## config.mk

```make
export PLATFORM = sky130hd
export DESIGN_NAME = sliding_window_receiver_core
export DESIGN_NICKNAME = d
export VERILOG_FILES = /design/src/sv/swr_pkg.sv /design/src/sv/swr_ram.sv /design/src/sv/swr_mod.sv /design/src/sv/swr_fifo.sv /design/src/sv/swr_front.sv /design/src/sv/swr_back.sv /design/src/sv/sliding_window_receiver_core.sv
export SDC_FILE = /design/constraint.sdc
export NUM_CORES = 2
export LEC_CHECK = 0
export ABC_AREA = 1
export BUFFER_PORTS_ARGS = -buffer_cell sky130_fd_sc_hd__buf_2
export CORE_MARGIN = 2
export CORE_UTILIZATION = 45
export CTS_BUF_LIST = sky130_fd_sc_hd__clkbuf_8 sky130_fd_sc_hd__clkbuf_16
export DETAILED_ROUTE_END_ITERATION = 12
export PLACE_DENSITY = 0.58
export RECOVER_POWER = 50
export SETUP_SLACK_MARGIN = 0.3
export SLEW_MARGIN = 30
export SYNTH_ARGS = -nofsm -noshare
export SYNTH_HDL_FRONTEND = slang
export SYNTH_SLANG_ARGS = --single-unit
```

## constraint.sdc

```tcl
create_clock -name clk -period 13.7 [get_ports clk]
set_input_delay 4.11 -clock clk [delete_from_list [all_inputs] [get_ports clk]]
set_output_delay 4.11 -clock clk [all_outputs]
set_load 0.1 [all_outputs]
```

## src/sv/swr_pkg.sv

```systemverilog
// Shared constants, codes and types of the sliding window receiver.
`default_nettype none
package swr_pkg;
  localparam int SLOT_COUNT  = 32;
  localparam int SLOT_W      = $clog2(SLOT_COUNT);
  localparam int WIN_W       = 6;
  localparam int MAX_PAYLOAD = 1456;
  localparam int QUEUE_DEPTH = 2;
  localparam int SEQ_W       = 32;
  localparam int LEN_W       = 11;
  localparam int TAG_W       = 16;
  localparam int CONN_W      = 16;
  localparam logic [WIN_W-1:0] WINDOW_RESET = WIN_W'(16);

  localparam logic [1:0] CMD_START   = 2'd0;
  localparam logic [1:0] CMD_END     = 2'd1;
  localparam logic [1:0] CMD_DATA    = 2'd2;
  localparam logic [1:0] CMD_UNKNOWN = 2'd3;

  localparam logic [1:0] EV_NONE     = 2'd0;
  localparam logic [1:0] EV_OPEN     = 2'd1;
  localparam logic [1:0] EV_CLOSE    = 2'd2;
  localparam logic [1:0] EV_RESERVED = 2'd3;

  localparam logic KIND_ACK     = 1'b0;
  localparam logic KIND_DELIVER = 1'b1;

  typedef struct packed {
    logic [1:0]       cmd;
    logic [SEQ_W-1:0] seq;
    logic [LEN_W-1:0] len;
    logic [TAG_W-1:0] tag;
  } pkt_t;

  typedef enum logic [2:0] {
    B_IDLE, B_MOD_SEQ, B_MOD_EXP, B_CHECK, B_DELIVER
  } back_state_t;
endpackage
`default_nettype wire

```

## src/sv/swr_ram.sv

```systemverilog
// Generic single-port-write, registered-read RAM.
`default_nettype none
module swr_ram #(
  parameter int WIDTH = 8,
  parameter int DEPTH = 32
) (
  input  wire logic                     clk,
  input  wire logic                     we,
  input  wire logic [$clog2(DEPTH)-1:0] waddr,
  input  wire logic [WIDTH-1:0]         wdata,
  input  wire logic [$clog2(DEPTH)-1:0] raddr,
  output logic      [WIDTH-1:0]         rdata
);
  logic [WIDTH-1:0] mem [DEPTH];

  always_ff @(posedge clk) begin
    if (we) begin
      mem[waddr] <= wdata;
    end
    rdata <= mem[raddr];
  end
endmodule
`default_nettype wire

```

## src/sv/swr_mod.sv

```systemverilog
// Bit-serial remainder unit: dividend modulo a small divisor, one bit a cycle.
`default_nettype none
module swr_mod (
  input  wire logic                      clk,
  input  wire logic                      rst,
  input  wire logic                      start,
  input  wire logic [swr_pkg::SEQ_W-1:0] dividend,
  input  wire logic [swr_pkg::WIN_W-1:0] divisor,
  output logic                           done,
  output logic [swr_pkg::SLOT_W-1:0]     rem
);
  import swr_pkg::*;

  logic [SEQ_W-1:0]         shreg;
  logic [WIN_W-1:0]         div;
  logic [WIN_W-1:0]         part;
  logic [$clog2(SEQ_W)-1:0] count;
  logic                     running;
  logic [WIN_W:0]           trial;
  logic [WIN_W-1:0]         part_next;

  always_comb begin
    trial = {part, shreg[SEQ_W-1]};
    if (trial >= {1'b0, div}) begin
      part_next = WIN_W'(trial - {1'b0, div});
    end else begin
      part_next = trial[WIN_W-1:0];
    end
  end

  assign rem = part[SLOT_W-1:0];

  always_ff @(posedge clk) begin
    if (rst) begin
      running <= 1'b0;
      done    <= 1'b0;
      count   <= '0;
    end else begin
      done <= 1'b0;
      if (start) begin
        running <= 1'b1;
        count   <= '0;
      end else if (running) begin
        count <= count + 1'b1;
        if (count == '1) begin
          running <= 1'b0;
          done    <= 1'b1;
        end
      end
    end
  end

  always_ff @(posedge clk) begin
    if (start) begin
      shreg <= dividend;
      div   <= divisor;
      part  <= '0;
    end else if (running) begin
      shreg <= {shreg[SEQ_W-2:0], 1'b0};
      part  <= part_next;
    end
  end
endmodule
`default_nettype wire

```

## src/sv/swr_fifo.sv

```systemverilog
// Short packet queue between the front and back sections.
`default_nettype none
module swr_fifo (
  input  wire logic          clk,
  input  wire logic          rst,
  input  wire logic          push,
  input  wire swr_pkg::pkt_t push_data,
  output logic               full,
  input  wire logic          pop,
  output logic               empty,
  output swr_pkg::pkt_t      pop_data
);
  import swr_pkg::*;

  localparam int PTR_W = $clog2(QUEUE_DEPTH);

  pkt_t             entries [QUEUE_DEPTH];
  logic [PTR_W-1:0] wptr;
  logic [PTR_W-1:0] rptr;
  logic [PTR_W:0]   fill;

  assign full     = (fill == (PTR_W+1)'(QUEUE_DEPTH));
  assign empty    = (fill == '0);
  assign pop_data = entries[rptr];

  always_ff @(posedge clk) begin
    if (rst) begin
      wptr <= '0;
      rptr <= '0;
      fill <= '0;
    end else begin
      if (push) begin
        wptr <= (wptr == PTR_W'(QUEUE_DEPTH-1)) ? '0 : wptr + 1'b1;
      end
      if (pop) begin
        rptr <= (rptr == PTR_W'(QUEUE_DEPTH-1)) ? '0 : rptr + 1'b1;
      end
      if (push && !pop) begin
        fill <= fill + 1'b1;
      end else if (pop && !push) begin
        fill <= fill - 1'b1;
      end
    end
  end

  always_ff @(posedge clk) begin
    if (push) begin
      entries[wptr] <= push_data;
    end
  end
endmodule
`default_nettype wire

```

## src/sv/swr_front.sv

```systemverilog
// Front section: takes input beats and drops packets that can never give a result.
`default_nettype none
module swr_front (
  input  wire logic          s_tvalid,
  output logic               s_tready,
  input  wire logic [63:0]   s_tdata,
  input  wire logic [1:0]    s_tuser,
  input  wire logic          q_full,
  output logic               q_push,
  output swr_pkg::pkt_t      q_data
);
  import swr_pkg::*;

  logic             crc_ok;
  logic [LEN_W-1:0] len;
  logic             keep;

  assign crc_ok = s_tdata[32];
  assign len    = s_tdata[43:33];

  // Unknown commands, bad checksums and oversized payloads are dropped here.
  always_comb begin
    case (s_tuser)
      CMD_START, CMD_END: keep = 1'b1;
      CMD_DATA:           keep = crc_ok && (len <= LEN_W'(MAX_PAYLOAD));
      default:            keep = 1'b0;
    endcase
  end

  assign s_tready   = !q_full;
  assign q_push     = s_tvalid && !q_full && keep;
  assign q_data.cmd = s_tuser;
  assign q_data.seq = s_tdata[31:0];
  assign q_data.len = len;
  assign q_data.tag = s_tdata[59:44];
endmodule
`default_nettype wire

```

## src/sv/swr_back.sv

```systemverilog
// Back section: connection state, slot store, in-order release and result register.
`default_nettype none
module swr_back (
  input  wire logic                      clk,
  input  wire logic                      rst,
  input  wire logic [swr_pkg::WIN_W-1:0] win,
  input  wire logic                      q_empty,
  input  wire swr_pkg::pkt_t             q_data,
  output logic                           q_pop,
  output logic                           m_tvalid,
  input  wire logic                      m_tready,
  output logic [79:0]                    m_tdata,
  output logic [2:0]                     m_tuser,
  output logic                           m_tlast
);
  import swr_pkg::*;

  back_state_t       state, state_next;
  logic [SEQ_W-1:0]  expected;
  logic [SEQ_W-1:0]  start_number;
  logic              start_seen;
  logic              end_seen;
  logic [CONN_W-1:0] conn;
  logic [SLOT_COUNT-1:0] filled;
  logic [SLOT_W-1:0] k;
  logic [WIN_W-1:0]  cnt;
  logic [TAG_W-1:0]  cur_tag;
  logic [LEN_W-1:0]  cur_len;

  logic              can_load;
  logic              mod_start;
  logic [SEQ_W-1:0]  mod_arg;
  logic              mod_done;
  logic [SLOT_W-1:0] mod_rem;
  logic              ram_we;
  logic [TAG_W+LEN_W-1:0] ram_rdata;
  logic              in_window;
  logic              is_old;
  logic              walk_more;
  logic [SLOT_W-1:0] k_next;

  // Result register fields.
  logic              load;
  logic              r_kind;
  logic [SEQ_W-1:0]  r_seq;
  logic [TAG_W-1:0]  r_tag;
  logic [LEN_W-1:0]  r_len;
  logic [1:0]        r_ev;
  logic [CONN_W-1:0] r_conn;
  logic              r_last;

  assign can_load  = !m_tvalid || m_tready;
  assign in_window = ({1'b0, q_data.seq} < ({1'b0, expected} + (SEQ_W+1)'(win)));
  assign is_old    = (q_data.seq < expected);
  assign walk_more = (cnt < win) && filled[k];
  assign k_next    = (({1'b0, k} + 1'b1) == (SLOT_W+1)'(win)) ? '0 : k + 1'b1;

  swr_mod u_mod (
    .clk      (clk),
    .rst      (rst),
    .start    (mod_start),
    .dividend (mod_arg),
    .divisor  (win),
    .done     (mod_done),
    .rem      (mod_rem)
  );

  swr_ram #(.WIDTH(TAG_W + LEN_W), .DEPTH(SLOT_COUNT)) u_slots (
    .clk   (clk),
    .we    (ram_we),
    .waddr (mod_rem),
    .wdata ({cur_tag, cur_len}),
    .raddr (k),
    .rdata (ram_rdata)
  );

  always_ff @(posedge clk) begin
    if (rst) begin
      state <= B_IDLE;
    end else begin
      state <= state_next;
    end
  end

  always_comb begin
    state_next = state;
    q_pop      = 1'b0;
    mod_start  = 1'b0;
    mod_arg    = q_data.seq;
    ram_we     = 1'b0;
    load       = 1'b0;
    r_kind     = KIND_ACK;
    r_seq      = expected;
    r_tag      = '0;
    r_len      = '0;
    r_ev       = EV_NONE;
    r_conn     = conn;
    r_last     = 1'b1;
    case (state)
      B_IDLE: begin
        if (!q_empty && can_load) begin
          q_pop = 1'b1;
          case (q_data.cmd)
            CMD_START: begin
              load  = 1'b1;
              r_seq = q_data.seq;
              r_ev  = start_seen ? EV_NONE : EV_OPEN;
            end
            CMD_END: begin
              load  = 1'b1;
              r_seq = start_number;
              if (!end_seen) begin
                r_ev   = EV_CLOSE;
                r_conn = conn + 1'b1;
              end
            end
            default: begin
              if (in_window && is_old) begin
                load = 1'b1;
              end else if (in_window) begin
                mod_start  = 1'b1;
                state_next = B_MOD_SEQ;
              end
            end
          endcase
        end
      end
      B_MOD_SEQ: begin
        if (mod_done) begin
          ram_we     = 1'b1;
          mod_start  = 1'b1;
          mod_arg    = expected;
          state_next = B_MOD_EXP;
        end
      end
      B_MOD_EXP: begin
        if (mod_done) begin
          state_next = B_CHECK;
        end
      end
      B_CHECK: begin
        if (walk_more) begin
          state_next = B_DELIVER;
        end else if (can_load) begin
          load       = 1'b1;
          state_next = B_IDLE;
        end
      end
      B_DELIVER: begin
        if (can_load) begin
          load       = 1'b1;
          r_kind     = KIND_DELIVER;
          r_tag      = ram_rdata[TAG_W+LEN_W-1:LEN_W];
          r_len      = ram_rdata[LEN_W-1:0];
          r_last     = 1'b0;
          state_next = B_CHECK;
        end
      end
      default: state_next = B_IDLE;
    endcase
  end

  always_ff @(posedge clk) begin
    if (rst) begin
      expected     <= '0;
      start_number <= '0;
      start_seen   <= 1'b0;
      end_seen     <= 1'b0;
      conn         <= '0;
      filled       <= '0;
      m_tvalid     <= 1'b0;
    end else begin
      if (load) begin
        m_tvalid <= 1'b1;
      end else if (m_tready) begin
        m_tvalid <= 1'b0;
      end
      if (state == B_IDLE && q_pop) begin
        if (q_data.cmd == CMD_START) begin
          start_number <= q_data.seq;
          expected     <= '0;
          if (!start_seen) begin
            start_seen <= 1'b1;
            end_seen   <= 1'b0;
          end
        end else if (q_data.cmd == CMD_END && !end_seen) begin
          conn       <= conn + 1'b1;
          end_seen   <= 1'b1;
          start_seen <= 1'b0;
        end
      end
      if (ram_we) begin
        filled[mod_rem] <= 1'b1;
      end
      if (state == B_DELIVER && can_load) begin
        filled[k] <= 1'b0;
        expected  <= expected + 1'b1;
      end
    end
  end

  always_ff @(posedge clk) begin
    if (state == B_IDLE) begin
      cur_tag <= q_data.tag;
      cur_len <= q_data.len;
    end
    if (state == B_MOD_EXP && mod_done) begin
      k   <= mod_rem;
      cnt <= '0;
    end else if (state == B_DELIVER && can_load) begin
      k   <= k_next;
      cnt <= cnt + 1'b1;
    end
    if (load) begin
      m_tdata <= {5'd0, r_conn, r_len, r_tag, r_seq};
      m_tuser <= {r_ev, r_kind};
      m_tlast <= r_last;
    end
  end
endmodule
`default_nettype wire

```

## src/sv/sliding_window_receiver_core.sv

```systemverilog
// Top level of the sliding window receiver.
`default_nettype none
// The receiver takes one packet per input beat (START, END or DATA) and gives
// acknowledgment and in-order delivery beats. A front section drops packets that
// can never produce a result (unknown command, bad checksum, oversized payload)
// and places the rest in a two-entry queue; the back section holds the
// connection state and the slot store and drives a result register, so input
// beats keep being taken while a result waits downstream, until the queue is
// full. START and END packets and old DATA are answered straight from the
// idle state. An in-window DATA packet has its slot index, and then the slot
// of the window start, found by a bit-serial remainder unit; then every
// released slot takes one slot-store read and one delivery beat before the
// closing acknowledgment. The window register may only be written while the
// block is idle; a value of zero acts as one and a value above 32 acts as 32.
module sliding_window_receiver_core (
  input  wire logic        clk,
  input  wire logic        rst,
  input  wire logic        cfg_we,
  input  wire logic [5:0]  cfg_wdata,  // receive window length
  input  wire logic        s_tvalid,
  output logic             s_tready,
  input  wire logic [63:0] s_tdata,    // seq_num, crc_ok, payload_len, payload_tag
  input  wire logic [1:0]  s_tuser,    // cmd
  output logic             m_tvalid,
  input  wire logic        m_tready,
  output logic [79:0]      m_tdata,    // seq_value, out_tag, out_len, connection
  output logic [2:0]       m_tuser,    // kind[0], file_event[2:1]
  output logic             m_tlast     // last
);
  import swr_pkg::*;

  logic [WIN_W-1:0] win_cfg;
  logic [WIN_W-1:0] win;
  logic             q_full;
  logic             q_push;
  pkt_t             q_in;
  logic             q_pop;
  logic             q_empty;
  pkt_t             q_out;

  always_ff @(posedge clk) begin
    if (rst) begin
      win_cfg <= WINDOW_RESET;
    end else if (cfg_we) begin
      win_cfg <= cfg_wdata;
    end
  end

  // Effective window: zero is raised to one, and values above the built slot count are clamped to it.
  always_comb begin
    if (win_cfg == '0) begin
      win = WIN_W'(1);
    end else if (win_cfg > WIN_W'(SLOT_COUNT)) begin
      win = WIN_W'(SLOT_COUNT);
    end else begin
      win = win_cfg;
    end
  end

  swr_front u_front (
    .s_tvalid (s_tvalid),
    .s_tready (s_tready),
    .s_tdata  (s_tdata),
    .s_tuser  (s_tuser),
    .q_full   (q_full),
    .q_push   (q_push),
    .q_data   (q_in)
  );

  swr_fifo u_queue (
    .clk       (clk),
    .rst       (rst),
    .push      (q_push),
    .push_data (q_in),
    .full      (q_full),
    .pop       (q_pop),
    .empty     (q_empty),
    .pop_data  (q_out)
  );

  swr_back u_back (
    .clk      (clk),
    .rst      (rst),
    .win      (win),
    .q_empty  (q_empty),
    .q_data   (q_out),
    .q_pop    (q_pop),
    .m_tvalid (m_tvalid),
    .m_tready (m_tready),
    .m_tdata  (m_tdata),
    .m_tuser  (m_tuser),
    .m_tlast  (m_tlast)
  );
endmodule
`default_nettype wire

```

==> flow_metrics.env <==
export IMPL_power_total_mw=11.0
export IMPL_drive_gt1_share_pct=10.5
export IMPL_peakVddDrop_mv=0.145
export IMPL_die_height_um=349
export IMPL_drt_iter0_drc=3345
export IMPL_clkPwrFrac_pct=33.7
export IMPL_worstPathCellList="clkbuf_1 > clkbuf_1 > o21ai_0 > o22ai_1 > a22o_1 > a221oi_1 > nand2_1"
export IMPL_final_period_utilization_pct=51.2
export IMPL_worstReg2RegEnd="u_back.u_slots.rdata[15]"
export IMPL_cts_hold_buffers_added=0
export IMPL_min_from="u_back.start_number[25]"
export IMPL_grt_pass1_vias=32687
export IMPL_rrSetupSlack_ps=6680
export IMPL_period_needed_ps=7020
export IMPL_io_buffers=153
export IMPL_nets=4771
export IMPL_grt_pass1_wl_um=213000
export IMPL_fin_skew_ps=29.1
export IMPL_cpPeakStageDelay_ps=2610
export IMPL_crit_fanout=82
export IMPL_cts_root_buf="clkbuf_16"
export IMPL_arrival_ps=7710
export IMPL_slew_headroom_pct=-141
export IMPL_drtAntennaViolNets=0
export IMPL_crit_slowest_cell="clkbuf_1"
export IMPL_dr_pass1_iters=7
export IMPL_clockBufferDepth=3
export IMPL_crit_path_start="u_back.k[0]"
export IMPL_rows=126
export IMPL_worstHoldEndpoint="u_back.start_number[25]"
export IMPL_wl_um=145000
export IMPL_synth_edff_count=1135
export IMPL_rr_worst_depth=7
export IMPL_drc=0
export IMPL_antenna_found_initial=16
export IMPL_async_flop_share_pct=0
export IMPL_synth_area_sq_mm=0.0534
export IMPL_fp_dieW_um=349
export IMPL_slew_violations=566
export IMPL_cts_tree="done"
export IMPL_io_pins=163
export IMPL_fillerInstances=10289
export IMPL_clk_pin_slew_worst_paths_ps=60
export IMPL_fmax_mhz=143
export IMPL_ys_types=50
export IMPL_setup_tns_ps=0
export IMPL_die_area_sq_mm=0.122
export IMPL_overflow=0
export IMPL_r2r_start="u_back.k[0]"
export IMPL_switchingPower_mw=3.47
export IMPL_setup_viol=0
export IMPL_required_ps=14390
export IMPL_finalNonFillerCells=6251
export IMPL_yosysWarnings=0
export IMPL_maxCapViolations=17
export IMPL_hold_viol_final=0
export IMPL_clock_sinks=1310
export IMPL_outcome="complete, but fails checks"
export IMPL_crit_top_cell="clkbuf_1"
export IMPL_synth_seq_cells=1310
export IMPL_via_count=35139
export IMPL_intPower_mw=7.54
export IMPL_leakage_nw=20.7
export IMPL_violations="capacitance limit, slew limit"
export IMPL_gp_congestion=0.857
export IMPL_hold_class="register to register"
export IMPL_seqPwrFrac_pct=48.0
export IMPL_wl_per_cell_um=23.2
export IMPL_h_tree_depth=4
export IMPL_ctsResizeCount=0
export IMPL_cellPowerDensity_mw_per_mm2=182
export IMPL_initial_core_util_pct=45.3
export IMPL_postSynthCellCount=4464
export IMPL_tightest_slew_ps=3620
export IMPL_yosysSeqAreaShare_pct=70.3
export IMPL_synth_ff_type="edfxtp_1"
export IMPL_syn_avg_cell_area_sq_um=12.0
export IMPL_core_sq_mm=0.118
export IMPL_critical_path_class="register to register"
export IMPL_timing_critical_path_from_type="register"
export IMPL_grt_setup_unrepaired="no"
export IMPL_dp_cells=5974
export IMPL_p_comb_share_pct=18.3
export IMPL_hold_depth=2
export IMPL_switching_share_pct=31.5
export IMPL_grt_max_degree=214
export IMPL_cts_setup_buffers=0
export IMPL_place_hpwl_um=80200
export IMPL_end_kind="register"
export IMPL_syn_to_final_growth_pct=13.0
export IMPL_clk_latency_ps=760
export IMPL_vias_per_cell=5.62
export IMPL_track_usage_pct=23.7
export IMPL_numCtsBuffers=140
## per-stage QoR
step	setup WS [ps]	hold WS (ps)	cell area [sq um]	utilization, %
6_report	6680	447	60400	51.2
5_1_grt	6090	483	60400	51.2
4_1_cts	6760	451	60500	51.3
3_5_place_dp	5970	442	55900	47.4
3_3_place_gp	6000	437	55900	47.4
2_1_floorplan	5820	425	53500	-
## cells in the final DEF (no fill, tap or decap), types with 35 or more instances in the layout
master,n
a22o_1,44
dfxtp_1,175
inv_1,196
a221oi_1,53
o21ai_0,528
ha_1,89
o22ai_1,218
buf_4,48
edfxtp_1,1135
nor3_1,35
nand3_1,87
a21oi_1,136
buf_2,152
a211oi_1,36
nor2_1,623
clkbuf_16,141
xor2_1,48
nand2_1,647
## critical path: cells and delay by family, from the launching register on
kind	cells	cell delay, ps
flops	1	450
compound gates	4	1020
buf+inv	2	5150
simple gates	1	160
## state kept, by name, indices dropped and copies added, names as in the netlist, 2 cells and up, named ones only
register              flops
win_cfg                   6
u_queue.entries         122
u_back.u_mod.count        5
u_back.cnt                6
u_queue.fill              2
u_back.u_slots.mem      864
u_back.u_slots.rdata     27
u_back.m_tuser            3
u_back.filled            32
u_back.state              3
u_back.u_mod.part         6
u_back.u_mod.shreg       32
u_back.cur_len           11
u_back.start_number      32
u_back.expected          32
u_back.u_mod.div          6
u_back.k                  5
u_back.m_tdata           75
u_back.cur_tag           16
u_back.conn              16
## worst max path at each step
stage	to	cells after the start	slack (ps)
final	u_back.u_slots.rdata[15]	7	6680
after global routing	u_back.u_slots.mem[19][23]	10	6090
after CTS	u_back.expected[2]	14	6760
after detailed placement	u_back.expected[2]	14	5970
after global placement	u_back.expected[2]	14	6000
after floorplan	u_queue.entries[1][0]	9	5820
## power by group through the flow
stage / Combinational [mW] / Clock (mW) / Sequential [mW]
floorplan: 0.746 / 0 / 5.99
global placement: 1.80 / 0 / 5.54
detailed placement: 1.82 / 0 / 5.55
CTS: 1.82 / 3.77 / 5.47
global route: 2.18 / 3.94 / 5.32
finish: 2.01 / 3.72 / 5.29
## cell families after synthesis
logic type | after synthesis | share of synthesized area, %
AND/OR/NAND/NOR | 1477 | 11.2
flip-flops | 1310 | 70.3
AO/OA/AOI/OAI | 1103 | 12.1
buffers and inverters | 426 | 3.27
adder cells (fa/ha/maj) | 91 | 2.16
XOR/XNOR | 56 | 0.918
other | 1 | 0.00702
## routing by layer
layer	global-route usage, %	wire length (um)
met1	33.4	63300
met2	37.5	67200
met5	0	93
met4	7.36	3790
met3	4.17	11000
## final cells by class
cell class / count / area, sq um / share of cell area, %
sequential: 1310 / 37600 / 62.2
multi-input combinational: 2732 / 14300 / 23.6
clock buffer: 155 / 3720 / 6.16
tap: 1536 / 1920 / 3.18
timing repair buffer: 241 / 1390 / 2.30
clock inverter: 96 / 816 / 1.35
inverter: 178 / 683 / 1.13
antenna: 3 / 7.51 / 0.0124
## Yosys cell counts, types with 4 or more instances
cell	n	area, sq um
a211oi_1	36	270
o21ai_0	528	2640
nor3_1	34	170
nor4_1	10	62.6
nand2_1	647	2430
nor3_2	11	110
o211ai_1	29	218
o21ai_1	7	35.0
inv_1	157	589
clkinv_1	6	22.5
o21ai_2	29	254
a21oi_1	136	681
o22ai_1	218	1360
edfxtp_1	1135	34100
nor2_1	639	2400
buf_4	9	67.6
nand4_1	20	125
inv_2	14	52.6
a221oi_1	53	464
nor2_4	6	67.6
nand2_2	5	31.3
buf_1	13	48.8
xnor2_1	8	70.1
ha_1	89	1110
a22o_1	44	385
dfxtp_1	175	3500
and3_1	4	25.0
xor2_1	48	420
nor2_2	4	25.0
clkbuf_1	178	668
nand3_1	88	440
a31oi_1	7	43.8
buf_6	8	90.1
buf_2	40	200
Note: power is estimated with default switching activity, not from simulation.
